--- src/hdl/assert_macros.svh ---
// ---------------------------------------------------------------------------
// Assertion macros
// Shared concurrent assertion wrappers for the filter block.
// ---------------------------------------------------------------------------
`ifndef ASSERT_MACROS_SVH
`define ASSERT_MACROS_SVH

// Checked only out of reset.
`define SVFM_ASSERT(label, prop, msg) \
  label: assert property (@(posedge clk) disable iff (!rst_n) prop) else $error(msg);

// Checked at every edge, reset included.
`define SVFM_ASSERT_ALWAYS(label, prop, msg) \
  label: assert property (@(posedge clk) prop) else $error(msg);

`endif

--- src/hdl/svfm_pkg.sv ---
// ---------------------------------------------------------------------------
// svfm_pkg
// Widths, register indexes, datapath select codes and the command bundle
// shared by the controller and the datapath of the morphing SVF.
// ---------------------------------------------------------------------------
`default_nettype none

package svfm_pkg;

  localparam int SAMPLE_W  = 24;   // Q1.23 audio
  localparam int STATE_W   = 32;   // integrator width
  localparam int COEF_W    = 32;   // unsigned Q5.27 coefficients
  localparam int COEF_FRAC = 27;
  localparam int TRANS_W   = 16;   // signed Q2.14 morph values
  localparam int CFG_IDX_W = 3;
  localparam int CFG_W     = 32;

  // Widest intermediate (lowpass / second integrator before saturation)
  // stays below 2^55 for any register and sample values.
  localparam int VAL_W     = 56;
  localparam int MIX_W     = 48;   // lowpass and band-stop mix inputs clamped to +-(2^47-1)
  localparam int ACC_W     = 64;
  localparam int MIX_SHIFT = 14;
  localparam int UNITY_T   = 16384;
  localparam int WGT_W     = 15;   // crossfade weights 0..16384

  localparam logic [COEF_W-1:0]         COEF_ONE  = COEF_W'(1) << COEF_FRAC;
  localparam logic signed [TRANS_W-1:0] TBASE_RST = -TRANS_W'(UNITY_T);

  // Configuration register indexes
  localparam logic [CFG_IDX_W-1:0] REG_ALPHA0 = 3'd0;
  localparam logic [CFG_IDX_W-1:0] REG_GAIN   = 3'd1;
  localparam logic [CFG_IDX_W-1:0] REG_RHO    = 3'd2;
  localparam logic [CFG_IDX_W-1:0] REG_DAMP   = 3'd3;
  localparam logic [CFG_IDX_W-1:0] REG_TBASE  = 3'd4;

  typedef logic [2:0] opa_t;
  typedef logic [2:0] coef_t;
  typedef logic [2:0] wb_t;

  // Multiplier operand
  localparam opa_t OPA_Z1  = 3'd0;
  localparam opa_t OPA_T   = 3'd1;
  localparam opa_t OPA_HPF = 3'd2;
  localparam opa_t OPA_BPF = 3'd3;
  localparam opa_t OPA_MIX = 3'd4;
  localparam opa_t OPA_BSF = 3'd5;

  // Multiplier coefficient
  localparam coef_t CF_RHO   = 3'd0;
  localparam coef_t CF_ALPHA = 3'd1;
  localparam coef_t CF_GAIN  = 3'd2;
  localparam coef_t CF_DAMP  = 3'd3;
  localparam coef_t CF_WA    = 3'd4;
  localparam coef_t CF_WB    = 3'd5;

  // Write-back target
  localparam wb_t WB_NONE = 3'd0;
  localparam wb_t WB_T    = 3'd1;
  localparam wb_t WB_HPF  = 3'd2;
  localparam wb_t WB_BPF  = 3'd3;
  localparam wb_t WB_LPF  = 3'd4;
  localparam wb_t WB_BSF  = 3'd5;
  localparam wb_t WB_ACC0 = 3'd6;
  localparam wb_t WB_ACC1 = 3'd7;

  typedef struct packed {
    logic  load;      // capture an input beat
    logic  mul_en;
    logic  mul_hi;    // upper operand slice this cycle
    opa_t  opa;
    coef_t coef;
    wb_t   wb;
    logic  out_load;
  } svfm_cmd_t;

endpackage

`default_nettype wire

--- src/hdl/svfm_ctrl.sv ---
// ---------------------------------------------------------------------------
// svfm_ctrl
// Sequencer for the morphing SVF: input/output handshakes and the fixed
// per-sample micro-op schedule driving the datapath.
// ---------------------------------------------------------------------------
`default_nettype none

`include "assert_macros.svh"

module svfm_ctrl
  import svfm_pkg::*;
(
  input  logic      clk,
  input  logic      rst_n,
  input  logic      in_valid,
  output logic      in_stall,
  output logic      out_valid,
  input  logic      out_stall,
  output svfm_cmd_t cmd
);

  localparam int STEP_W = 5;
  localparam logic [STEP_W-1:0] STEP_LAST = 5'd17;

  localparam logic [1:0] ST_IDLE = 2'd0;
  localparam logic [1:0] ST_RUN  = 2'd1;
  localparam logic [1:0] ST_FIN  = 2'd2;

  logic [1:0]        state_r, state_nxt;
  logic [STEP_W-1:0] step_r, step_nxt;
  logic              out_valid_r, out_valid_nxt;
  logic              out_free;

  assign out_free  = !out_valid_r || !out_stall;
  assign in_stall  = (state_r != ST_IDLE);
  assign out_valid = out_valid_r;

  always_comb begin
    state_nxt     = state_r;
    step_nxt      = step_r;
    out_valid_nxt = out_valid_r;
    if (out_valid_r && !out_stall) out_valid_nxt = 1'b0;
    unique case (state_r)
      ST_IDLE: begin
        if (in_valid) begin
          state_nxt = ST_RUN;
          step_nxt  = '0;
        end
      end
      ST_RUN: begin
        if (step_r == STEP_LAST) state_nxt = ST_FIN;
        else step_nxt = step_r + STEP_W'(1);
      end
      ST_FIN: begin
        if (out_free) begin
          out_valid_nxt = 1'b1;
          state_nxt     = ST_IDLE;
        end
      end
      default: state_nxt = ST_IDLE;
    endcase
  end

  always_ff @(posedge clk) begin
    if (!rst_n) begin
      state_r     <= ST_IDLE;
      step_r      <= '0;
      out_valid_r <= 1'b0;
    end else begin
      state_r     <= state_nxt;
      step_r      <= step_nxt;
      out_valid_r <= out_valid_nxt;
    end
  end

  // Each coefficient product takes a low and a high pass through the shared
  // multiplier, then a write-back; independent products overlap write-backs.
  always_comb begin
    cmd          = '0;
    cmd.opa      = OPA_Z1;
    cmd.coef     = CF_RHO;
    cmd.wb       = WB_NONE;
    cmd.load     = (state_r == ST_IDLE) && in_valid;
    cmd.out_load = (state_r == ST_FIN) && out_free;
    if (state_r == ST_RUN) begin
      unique case (step_r)
        5'd0: begin
          cmd.mul_en = 1'b1; cmd.opa = OPA_Z1; cmd.coef = CF_RHO;
        end
        5'd1: begin
          cmd.mul_en = 1'b1; cmd.mul_hi = 1'b1; cmd.opa = OPA_Z1; cmd.coef = CF_RHO;
        end
        5'd2: cmd.wb = WB_T;
        5'd3: begin
          cmd.mul_en = 1'b1; cmd.opa = OPA_T; cmd.coef = CF_ALPHA;
        end
        5'd4: begin
          cmd.mul_en = 1'b1; cmd.mul_hi = 1'b1; cmd.opa = OPA_T; cmd.coef = CF_ALPHA;
        end
        5'd5: cmd.wb = WB_HPF;
        5'd6: begin
          cmd.mul_en = 1'b1; cmd.opa = OPA_HPF; cmd.coef = CF_GAIN;
        end
        5'd7: begin
          cmd.mul_en = 1'b1; cmd.mul_hi = 1'b1; cmd.opa = OPA_HPF; cmd.coef = CF_GAIN;
        end
        5'd8: cmd.wb = WB_BPF;
        5'd9: begin
          cmd.mul_en = 1'b1; cmd.opa = OPA_BPF; cmd.coef = CF_GAIN;
        end
        5'd10: begin
          cmd.mul_en = 1'b1; cmd.mul_hi = 1'b1; cmd.opa = OPA_BPF; cmd.coef = CF_GAIN;
        end
        5'd11: begin
          cmd.wb = WB_LPF;
          cmd.mul_en = 1'b1; cmd.opa = OPA_BPF; cmd.coef = CF_DAMP;
        end
        5'd12: begin
          cmd.mul_en = 1'b1; cmd.mul_hi = 1'b1; cmd.opa = OPA_BPF; cmd.coef = CF_DAMP;
        end
        5'd13: begin
          cmd.wb = WB_BSF;
          cmd.mul_en = 1'b1; cmd.opa = OPA_MIX; cmd.coef = CF_WA;
        end
        5'd14: begin
          cmd.mul_en = 1'b1; cmd.mul_hi = 1'b1; cmd.opa = OPA_MIX; cmd.coef = CF_WA;
        end
        5'd15: begin
          cmd.wb = WB_ACC0;
          cmd.mul_en = 1'b1; cmd.opa = OPA_BSF; cmd.coef = CF_WB;
        end
        5'd16: begin
          cmd.mul_en = 1'b1; cmd.mul_hi = 1'b1; cmd.opa = OPA_BSF; cmd.coef = CF_WB;
        end
        5'd17: cmd.wb = WB_ACC1;
        default: cmd.wb = WB_NONE;
      endcase
    end
  end

  `SVFM_ASSERT_ALWAYS(a_reset_idle, !rst_n |=> (state_r == ST_IDLE) && !out_valid_r, "reset did not return to idle")
  `SVFM_ASSERT(a_beat_starts_run, (in_valid && !in_stall) |=> (state_r == ST_RUN) && (step_r == '0), "accepted beat did not start the schedule")
  `SVFM_ASSERT(a_step_in_range, (state_r == ST_RUN) |-> (step_r <= STEP_LAST), "schedule step out of range")
  `SVFM_ASSERT(a_result_after_fin, $rose(out_valid_r) |-> $past(state_r == ST_FIN), "result raised outside finish")

endmodule

`default_nettype wire

--- src/hdl/svfm_dp.sv ---
// ---------------------------------------------------------------------------
// svfm_dp
// Datapath of the morphing SVF: coefficient registers, integrators, one
// shared 29x33 multiplier with slice accumulation, write-back adders,
// crossfade weights and the output register.
// ---------------------------------------------------------------------------
`default_nettype none

module svfm_dp
  import svfm_pkg::*;
(
  input  logic                       clk,
  input  logic                       rst_n,
  input  svfm_cmd_t                  cmd,
  input  logic                       cfg_we,
  input  logic [CFG_IDX_W-1:0]       cfg_index,
  input  logic [CFG_W-1:0]           cfg_data,
  input  logic signed [SAMPLE_W-1:0] in_sample,
  input  logic signed [TRANS_W-1:0]  in_tmod,
  output logic signed [SAMPLE_W-1:0] sample_out
);

  localparam int MA_W   = VAL_W - COEF_FRAC;   // operand slice, signed
  localparam int MB_W   = COEF_W + 1;
  localparam int PROD_W = MA_W + MB_W;
  localparam int LO_P_W = COEF_FRAC + COEF_W;  // low-slice product, unsigned
  localparam int TSUM_W = TRANS_W + 2;

  localparam logic signed [TSUM_W-1:0] T_HI = TSUM_W'(UNITY_T);
  localparam logic signed [TSUM_W-1:0] T_LO = -T_HI;
  localparam logic signed [ACC_W-1:0]  MIX_ROUND = ACC_W'(1) <<< (MIX_SHIFT - 1);

  function automatic logic signed [STATE_W-1:0] sat_state(input logic signed [VAL_W:0] v);
    logic fits;
    fits = (v[VAL_W:STATE_W-1] == '0) || (v[VAL_W:STATE_W-1] == '1);
    if (fits) return v[STATE_W-1:0];
    return v[VAL_W] ? {1'b1, {(STATE_W-1){1'b0}}} : {1'b0, {(STATE_W-1){1'b1}}};
  endfunction

  // Symmetric clamp: the most negative code also folds to -(2^47-1).
  function automatic logic signed [MIX_W-1:0] clamp_mix(input logic signed [VAL_W-1:0] v);
    logic fits;
    logic is_min;
    fits   = (v[VAL_W-1:MIX_W-1] == '0) || (v[VAL_W-1:MIX_W-1] == '1);
    is_min = (v[MIX_W-1:0] == {1'b1, {(MIX_W-1){1'b0}}});
    if (fits && !is_min) return v[MIX_W-1:0];
    if (v[VAL_W-1]) return {1'b1, {(MIX_W-2){1'b0}}, 1'b1};
    return {1'b0, {(MIX_W-1){1'b1}}};
  endfunction

  function automatic logic signed [SAMPLE_W-1:0] sat_out(input logic signed [ACC_W-1:0] v);
    logic fits;
    fits = (v[ACC_W-1:SAMPLE_W-1] == '0) || (v[ACC_W-1:SAMPLE_W-1] == '1);
    if (fits) return v[SAMPLE_W-1:0];
    return v[ACC_W-1] ? {1'b1, {(SAMPLE_W-1){1'b0}}} : {1'b0, {(SAMPLE_W-1){1'b1}}};
  endfunction

  // Configuration and integrator state
  logic [COEF_W-1:0]         alpha0_r, gain_r, rho_r, damp_r;
  logic signed [TRANS_W-1:0] tbase_r;
  logic signed [STATE_W-1:0] z1_r, z2_r;

  // Per-sample working registers
  logic signed [SAMPLE_W-1:0] x_r;
  logic signed [VAL_W-1:0]    t_r, hpf_r, bpf_r;
  logic signed [MIX_W-1:0]    lpf_r, bsf_r;
  logic [WGT_W-1:0]           wa_r, wb_r;
  logic                       sel_lpf_r;
  logic signed [PROD_W-1:0]   prod_r;
  logic [LO_P_W-1:0]          lo_r;
  logic signed [ACC_W-1:0]    acc_r;
  logic signed [SAMPLE_W-1:0] sample_out_r;

  logic signed [VAL_W-1:0]  z1_ext, z2_ext, x_ext, lpf_ext, bsf_ext;
  logic signed [VAL_W-1:0]  opa_val;
  logic [COEF_W-1:0]        coef_val;
  logic signed [MA_W-1:0]   mul_a;
  logic signed [MB_W-1:0]   mul_b;
  logic signed [PROD_W-1:0] mul_p;
  logic signed [PROD_W-1:0] q_full;
  logic signed [VAL_W-1:0]  q;
  logic signed [VAL_W:0]    q_dbl;
  logic signed [ACC_W-1:0]  term;
  logic signed [VAL_W:0]    z1_new, z2_new;
  logic signed [TSUM_W-1:0] tsum, tcl;
  logic [WGT_W-1:0]         mag;
  logic signed [ACC_W-1:0]  acc_rnd, y_sh;

  assign z1_ext  = VAL_W'(z1_r);
  assign z2_ext  = VAL_W'(z2_r);
  assign x_ext   = VAL_W'(x_r);
  assign lpf_ext = VAL_W'(lpf_r);
  assign bsf_ext = VAL_W'(bsf_r);

  always_comb begin
    unique case (cmd.opa)
      OPA_Z1:  opa_val = z1_ext;
      OPA_T:   opa_val = t_r;
      OPA_HPF: opa_val = hpf_r;
      OPA_BPF: opa_val = bpf_r;
      OPA_MIX: opa_val = sel_lpf_r ? lpf_ext : hpf_r;
      OPA_BSF: opa_val = bsf_ext;
      default: opa_val = '0;
    endcase
  end

  always_comb begin
    unique case (cmd.coef)
      CF_RHO:   coef_val = rho_r;
      CF_ALPHA: coef_val = alpha0_r;
      CF_GAIN:  coef_val = gain_r;
      CF_DAMP:  coef_val = damp_r;
      CF_WA:    coef_val = COEF_W'(wa_r);
      CF_WB:    coef_val = COEF_W'(wb_r);
      default:  coef_val = '0;
    endcase
  end

  // Low slice is unsigned, high slice carries the sign.
  assign mul_a = cmd.mul_hi ? opa_val[VAL_W-1:COEF_FRAC]
                            : {{(MA_W-COEF_FRAC){1'b0}}, opa_val[COEF_FRAC-1:0]};
  assign mul_b = {1'b0, coef_val};
  assign mul_p = PROD_W'(mul_a) * PROD_W'(mul_b);

  // floor(a*c / 2^27) = hi_p + floor(lo_p / 2^27) with the split at bit 27
  assign q_full = prod_r + $signed({{(PROD_W-COEF_W){1'b0}}, lo_r[LO_P_W-1:COEF_FRAC]});
  assign q      = q_full[VAL_W-1:0];
  assign q_dbl  = {q, 1'b0};
  assign term   = (ACC_W'(prod_r) <<< COEF_FRAC) + $signed({{(ACC_W-LO_P_W){1'b0}}, lo_r});

  assign z1_new = (VAL_W+1)'(z1_ext) + q_dbl;
  assign z2_new = (VAL_W+1)'(z2_ext) + q_dbl;

  // Morph position and crossfade weights
  always_comb begin
    tsum = TSUM_W'(tbase_r) + (TSUM_W'(in_tmod) <<< 1);
    if (tsum > T_HI) tcl = T_HI;
    else if (tsum < T_LO) tcl = T_LO;
    else tcl = tsum;
    mag = tcl[TSUM_W-1] ? WGT_W'(-tcl) : WGT_W'(tcl);
  end

  assign acc_rnd = acc_r + MIX_ROUND;
  assign y_sh    = acc_rnd >>> MIX_SHIFT;

  always_ff @(posedge clk) begin
    if (!rst_n) begin
      alpha0_r <= COEF_ONE;
      gain_r   <= COEF_ONE;
      rho_r    <= COEF_ONE;
      damp_r   <= COEF_ONE;
      tbase_r  <= TBASE_RST;
      z1_r     <= '0;
      z2_r     <= '0;
    end else begin
      if (cfg_we) begin
        unique case (cfg_index)
          REG_ALPHA0: alpha0_r <= cfg_data[COEF_W-1:0];
          REG_GAIN:   gain_r   <= cfg_data[COEF_W-1:0];
          REG_RHO:    rho_r    <= cfg_data[COEF_W-1:0];
          REG_DAMP:   damp_r   <= cfg_data[COEF_W-1:0];
          REG_TBASE:  tbase_r  <= cfg_data[TRANS_W-1:0];
          default: ;
        endcase
      end
      if (cmd.wb == WB_BPF) z1_r <= sat_state(z1_new);
      if (cmd.wb == WB_LPF) z2_r <= sat_state(z2_new);
    end
  end

  always_ff @(posedge clk) begin
    if (cmd.load) begin
      x_r       <= in_sample;
      t_r       <= VAL_W'(in_sample) - z2_ext;
      sel_lpf_r <= tcl[TSUM_W-1];
      wa_r      <= mag;
      wb_r      <= WGT_W'(UNITY_T) - mag;
    end
    if (cmd.mul_en) prod_r <= mul_p;
    if (cmd.mul_en && cmd.mul_hi) lo_r <= prod_r[LO_P_W-1:0];
    unique case (cmd.wb)
      WB_T:    t_r   <= t_r - q;
      WB_HPF:  hpf_r <= q;
      WB_BPF:  bpf_r <= z1_ext + q;
      WB_LPF:  lpf_r <= clamp_mix(z2_ext + q);
      WB_BSF:  bsf_r <= clamp_mix(x_ext - q);
      WB_ACC0: acc_r <= term;
      WB_ACC1: acc_r <= acc_r + term;
      default: ;
    endcase
    if (cmd.out_load) sample_out_r <= sat_out(y_sh);
  end

  assign sample_out = sample_out_r;

endmodule

`default_nettype wire

--- src/hdl/state_variable_filter_morph.sv ---
// ---------------------------------------------------------------------------
// state_variable_filter_morph
// Two-pole zero-delay-feedback state-variable filter whose output crossfades
// lowpass -> band-stop -> highpass under a modulated morph position.
// ---------------------------------------------------------------------------
// Channel | Direction | Handshake            | Payload
// in      | input     | in_valid / in_stall  | in_sample_in, in_transition_mod
// out     | output    | out_valid / out_stall| out_sample_out
// cfg     | input     | cfg_we (write only)  | cfg_index, cfg_data
//
// Each sample runs 18 schedule steps on the single shared 29x33 multiplier
// (five coefficient products and two mix products, two slices each), then
// a finish step loads the output register and the sequencer returns to idle
// to take the next beat.
// in_stall is high from accept until the result moves into the output
// register; a stalled out holds the sequencer in its finish step.
// Synchronous reset zeroes the integrators and restores register defaults.
// ---------------------------------------------------------------------------
`default_nettype none

module state_variable_filter_morph
  import svfm_pkg::*;
(
  input  logic                       clk,
  input  logic                       rst_n,
  input  logic                       in_valid,
  output logic                       in_stall,
  input  logic signed [SAMPLE_W-1:0] in_sample_in,
  input  logic signed [TRANS_W-1:0]  in_transition_mod,
  output logic                       out_valid,
  input  logic                       out_stall,
  output logic signed [SAMPLE_W-1:0] out_sample_out,
  input  logic                       cfg_we,
  input  logic [CFG_IDX_W-1:0]       cfg_index,
  input  logic [CFG_W-1:0]           cfg_data
);

  svfm_cmd_t cmd;

  svfm_ctrl u_ctrl (
    .clk       (clk),
    .rst_n     (rst_n),
    .in_valid  (in_valid),
    .in_stall  (in_stall),
    .out_valid (out_valid),
    .out_stall (out_stall),
    .cmd       (cmd)
  );

  svfm_dp u_dp (
    .clk        (clk),
    .rst_n      (rst_n),
    .cmd        (cmd),
    .cfg_we     (cfg_we),
    .cfg_index  (cfg_index),
    .cfg_data   (cfg_data),
    .in_sample  (in_sample_in),
    .in_tmod    (in_transition_mod),
    .sample_out (out_sample_out)
  );

endmodule

`default_nettype wire

--- config.mk ---
export PLATFORM = sky130hd
export DESIGN_NAME = state_variable_filter_morph
export DESIGN_NICKNAME = d
export VERILOG_FILES = /design/src/hdl/svfm_pkg.sv /design/src/hdl/svfm_ctrl.sv /design/src/hdl/svfm_dp.sv /design/src/hdl/state_variable_filter_morph.sv
export VERILOG_INCLUDE_DIRS = /design/src /design/src/hdl
export SDC_FILE = /design/constraint.sdc
export NUM_CORES = 2
export LEC_CHECK = 0
export BUFFER_PORTS_ARGS = -buffer_cell sky130_fd_sc_hd__buf_4
export CAP_MARGIN = 0
export CORE_MARGIN = 5
export CORE_UTILIZATION = 50
export CTS_CLUSTER_SIZE = 12
export DETAILED_ROUTE_END_ITERATION = 6
export GPL_TIMING_DRIVEN = 1
export PLACE_DENSITY_LB_ADDON = 0.25
export SLEW_MARGIN = 20
export SYNTH_ARGS = -nofsm -noshare
export SYNTH_HDL_FRONTEND = slang
export SYNTH_HIERARCHICAL = 1
export SYNTH_SLANG_ARGS = --single-unit
--- constraint.sdc ---
create_clock -name clk -period 19.94 [get_ports clk]
set_input_delay 2.991 -clock clk [delete_from_list [all_inputs] [get_ports clk]]
set_output_delay 2.991 -clock clk [all_outputs]
set_load 0.02 [all_outputs]
# Word-level counts from Yosys, hierarchy flattened
# Index checks and enable logic that the tools add are counted.
# Widths: inputs -> output; s select.
# totals
register_bits,741
out_inout_bits,26
in_bits,80
wordCells,197
# op_classes
n_lt_le_gt_ge,2
n_addsub,15
n_mul,1
n_eq_ne,51
n_reduce_logical,45
n_mux,60
# ops
operator,n
$mux 48,8
$pmux 56 s6,1
$mux 32,6
$pmux 32 s6,1
$mux 56,3
$pmux 64 s2,1
$add 32x57->57,2
$add 32x56->56,2
$eq 48x48->1 const B,2
$mux 24,3
$add 64x15->64 const B,1
$add 64x60->64,1
$add 64x64->64,1
$mul 29x33->59,1
$add 56x33->56,1
$sub 24x56->56,1
$sub 56x56->56,1
$eq 26x26->1 const B,2
$logic_not 26->1,2
$eq 41x41->1 const B,1
$logic_not 41->1,1
$eq 5x4->1 const B,8
$mux 18,2
$pmux 6 s6,1
other kinds (41),121

# Depth between registers and ports, before layout
# logic_depth
ltp_word,11
depth_mapped,47
depth_no_buf,43

# By module
# The synthesis kept the hierarchy.
# by_module_without_submodules
mod,area_per_inst_um2,instances,cells_per_inst,seq_area_each_um2
svfm_dp,86643.1,1,10102,19899.1
svfm_ctrl,778.2,1,108,160.2

# Least setup slack after synthesis
# Ideal clock, no wire load.
# synth_path
path_kind,reg2reg
start,register u_ctrl.step_r[0]
end,"register u_dp.prod_r[58], data pin"
required_ns,19.672
path_buffers,7
stages_incl_launch_ff,44
synth_period_minus_slack_ns,10.883
setup_time_ns,0.268
setup_slack_ns,9.057
arrival_time_ns,10.616
cell_sequence,dfxtp_1 > ha_1 > clkbuf_1 > a22oi_1 > o22a_1 > a21oi_1 > clkbuf_1 > nor2b_1 > nor2b_1 > clkbuf_1 > clkbuf_1 > buf_1 > a222oi_1 > a31oi_1 > a21o_1 > buf_1 > nand2_1 > fa_1 > (+8 left out) > fa_1 > inv_1 > fa_1 > inv_1 > ha_1 > clkbuf_1 > a211oi_1 > a211oi_1 > nand2_1 > a31o_2 > o211ai_1 > o221a_2 > a41oi_1 > o21ai_0 > a21oi_1 > a21boi_0 > o311ai_0 > xnor2_1
# synth_rtl
item,line,source
from (decl),svfm_ctrl.sv:30,"logic [STEP_W-1:0] step_r, step_nxt;"
from (signal assigned),svfm_ctrl.sv:71,step_r <= step_nxt;
to (signal assigned),svfm_dp.sv:179,if (cmd.mul_en) prod_r <= mul_p;
to (decl),svfm_dp.sv:69,logic signed [PROD_W-1:0] prod_r;

==> impl_metrics.toml <==
[sta]
tightest_slew_ns = 1.309
timing.final.ws_setup_ns = 7.075
timing.slew.headroom_pct = 12.75
finalCritPeriodShare_pct = 64.52
setup_tns_ns = 0
fin_crit_ns = 12.87
final.setup_skew_ns = 0.04705
rsz0062_at_grt = "no"
drv_slew = 0
setup_viol = 0
max_freq_ghz = 0.07773
hold_viol = 0

[place]
pre_cts_ws_ns = 7.240
dpl_cell_area_sq_um = 91230
dp_hpwl_um = 243600
portBuffers = 105
place_inst = 12348
gp_congestion = 1.003

[clock_tree]
cts_root_buf = "clkbuf_16"
clockBufferDepth = 3
cts_tree = "built"
numCtsBuffers = 89
path_clk_slew_ns = 0.06
post_cts_resize_count = 0
insertion_delay_ns = 0.73
clock-sinks = 740
cts_setup_buffers = 0
cts_max_level = 3
cts_hold_buffers = 0

[yosys]
synth_seq_area_share_pct = 22.95
ys_ff_latch = 740
ys_types = 108
ys_warn_count = 6
ys_async_sr_fraction_pct = 0
synth.cell_area_sq_um = 87420
ys.flop_type = "edfxtp_1"
syn_nets = 11800
synth_area_per_cell_sq_um = 8.562
synth_edf_count = 524
synthCells = 10210

[setup_path]
cp_num_buf_inv = 8
crit_end = "u_dp/prod_r[58]"
cp.depth = 41
reg2reg_from = "u_ctrl/step_r[0]"
endpoint_kind = "flip-flop"
worstPathRequired_ns = 20.37
rr_endpoint = "u_dp/prod_r[58]"
crit_top_cell = "fa_1"
worstSetupPathType = "flip-flop to flip-flop"
cp_max_fo = 51
worstSetupStartpoint = "u_ctrl/step_r[0]"
rrSetupSlack_ns = 7.07
critPathArrivalTime_ns = 13.30
cp_slowest_stage_delay_ns = 0.98
startpoint_type = "flip-flop"
rr_worst_depth = 41
cp_slowest_cell = "a221oi_1"
crit_family = "compound AO/OA/AOI/OAI gates"

[drt]
drcViolationCount = 0
post_drt_wl_per_cell_um = 24.91
drtAntennaViolNets = 0
routed_via_density = 6.213
drt-pass1-iter-count = 7
drtIter0Drc = 8093
via_count = 77778
routed_wl_um = 311800

[final_layout]
synthToLayoutAreaGrowth_pct = 7.859
instances_no_fill = 12519
post-route-cell-area_sq_um = 94290
ff_latch_area_sq_um = 20060
fin_nets = 11707
drive_gt1_share_pct = 6.359
multiInputGateArea_sq_um = 61760
fillers = 16130

[power]
power.switching_mw = 1.505
clock_power_share_pct = 37.3
swShare_pct = 32.88
power_frac_seq_pct = 38.0
vdd_ir_drop_max_mv = 0.06225
internal_power_mw = 3.072
cellPowerDensity_nw_per_um2 = 48.54
combPwrFrac_pct = 24.7
cellLeakagePower_nw = 40.63

[status]
status = "complete, no violations"

[floorplanning]
io_pins = 106
row_count = 153
die_h_um = 428.1
core_sq_um = 173800
die_area_sq_um = 183300
initial_utilization_pct = 50.29
fp.dieW_um = 428.1

[global_route]
grt_pass1_wl_um = 467900
antenna_found_initial = 10
grt_pass1_vias = 75785
gr-total-overflow = 0
grt.total_usage_pct = 33.08
grt_max_degree = 87

[run]
cap_violations = 0

[min_path]
hold_path.class = "flip-flop to flip-flop"
logic make-up (layout without fill, tap and decap cells):
logic type,count (synthesis),count (layout),share of synthesized area (%)
DFF,740,740,22.95
muxes,117,117,1.434
AOI/OAI and AO/OA,2496,2496,18.35
other,0,4,0
buffers and inverters,1617,1597,7.027
xor gates and xnor gates,529,529,5.308
and+or+nand+nor,3201,3201,16.32
adders and majority gates,1510,1510,28.62
synthesized netlist by cell type, drive strengths merged, types with 96 or more instances:
cell type | n | area [sq um]
dfxtp | 216 | 4324
xor2 | 205 | 1803
nand3 | 181 | 905.9
a21o | 274 | 2057
nor3 | 144 | 720.7
nor2 | 947 | 3557
inv | 1123 | 4215
nand2 | 1299 | 4876
clkbuf | 429 | 1613
fa | 816 | 16340
a31oi | 104 | 656.9
a21oi | 792 | 3994
ha | 694 | 8683
mux2i | 96 | 960.9
xnor2 | 324 | 2838
edfxtp | 524 | 15740
o21ai | 483 | 2421
nand4 | 124 | 775.7
how the worst min path moves through the flow:
stage	start	to	slack [ns]	cells past startpoint
2_1_floorplan	u_dp/prod_r[56]	u_dp/lo_r[56]	0.40	0
3_3_place_gp	u_dp/gain_r[12]	u_dp/gain_r[12]	0.44	2
3_5_place_dp	u_dp/gain_r[30]	u_dp/gain_r[30]	0.45	2
4_1_cts	u_dp/gain_r[18]	u_dp/gain_r[18]	0.45	2
5_1_grt	u_dp/gain_r[18]	u_dp/gain_r[18]	0.47	2
6_report	u_dp/alpha0_r[8]	u_dp/alpha0_r[8]	0.45	2
worst reg2reg max path: cells and delay by family, from the launching register on:
family	cells	cell delay, ns
AND/OR/NAND/NOR	7	1.24
AO/OA/AOI/OAI	15	4.73
XOR/XNOR	1	0.13
adder cells (fa/ha/maj)	10	4.59
buffers and inverters	8	1.44
flip-flops	1	0.46
flip-flops by register name, summed over array words and instances (netlist names), 48 cells and up:
signal	cells
u_dp/acc_r	64
u_dp/lo_r	59
u_dp/prod_r	59
u_dp/bpf_r	56
u_dp/hpf_r	56
u_dp/t_r	56
u_dp/bsf_r	48
u_dp/lpf_r	48
area by class of cell:
class	count	share of cell area [%]
Antenna cell	4	0.01062
Clock buffer	113	2.550
Clock inverter	51	0.6515
Inverter	1125	4.482
Multi-Input combinational cell	7853	65.50
Sequential cell	740	21.27
Tap cell	2325	3.085
Timing Repair Buffer	308	2.450
power by group through the flow:
stage          Sequential, mW  Clock (mW)  Combinational [mW]
2_1_floorplan            1.75           0               0.754
6_report                 1.74        1.71                1.13
3_5_place_dp             1.77           0                1.10
4_1_cts                  1.74        1.73                1.10
3_3_place_gp             1.77           0                1.08
5_1_grt                  1.74        1.79                1.22
layer usage:
metal  vias up  global-route usage (%)  wire length, um
li1      35033                       -                -
met1     38014                   42.73           122600
met2      3828                   51.58           136600
met3       895                   7.349            30130
met4         8                   18.54            22360
met5         -                       0               47
per-stage QoR:
| stage | util [%] | hold slack, ns | power [mW] |
|---|---|---|---|
| global placement | 52.48 | 0.4412 | 2.852 |
| detailed placement | 52.48 | 0.4462 | 2.868 |
| global route | 54.24 | 0.4665 | 4.745 |
| CTS | 54.22 | 0.4542 | 4.572 |
| finish | 54.25 | 0.4514 | 4.577 |
| floorplan | - | 0.4003 | 2.506 |
cells in the final DEF, fill, tap and decap left out, drive strengths merged, types with 115 or more instances in the layout:
| master | Yosys | final |
|---|---|---|
| nand2 | 1299 | 1299 |
| inv | 1123 | 1129 |
| nor2 | 947 | 947 |
| fa | 816 | 816 |
| a21oi | 792 | 792 |
| ha | 694 | 694 |
| edfxtp | 524 | 524 |
| o21ai | 483 | 483 |
| xnor2 | 324 | 324 |
| buf | 63 | 306 |
| a21o | 274 | 274 |
| dfxtp | 216 | 216 |
| xor2 | 205 | 205 |
| nand3 | 181 | 181 |
| nor3 | 144 | 144 |
| nand4 | 124 | 124 |
| clkbuf | 429 | 115 |
Note: power is estimated with default switching activity, not from simulation.
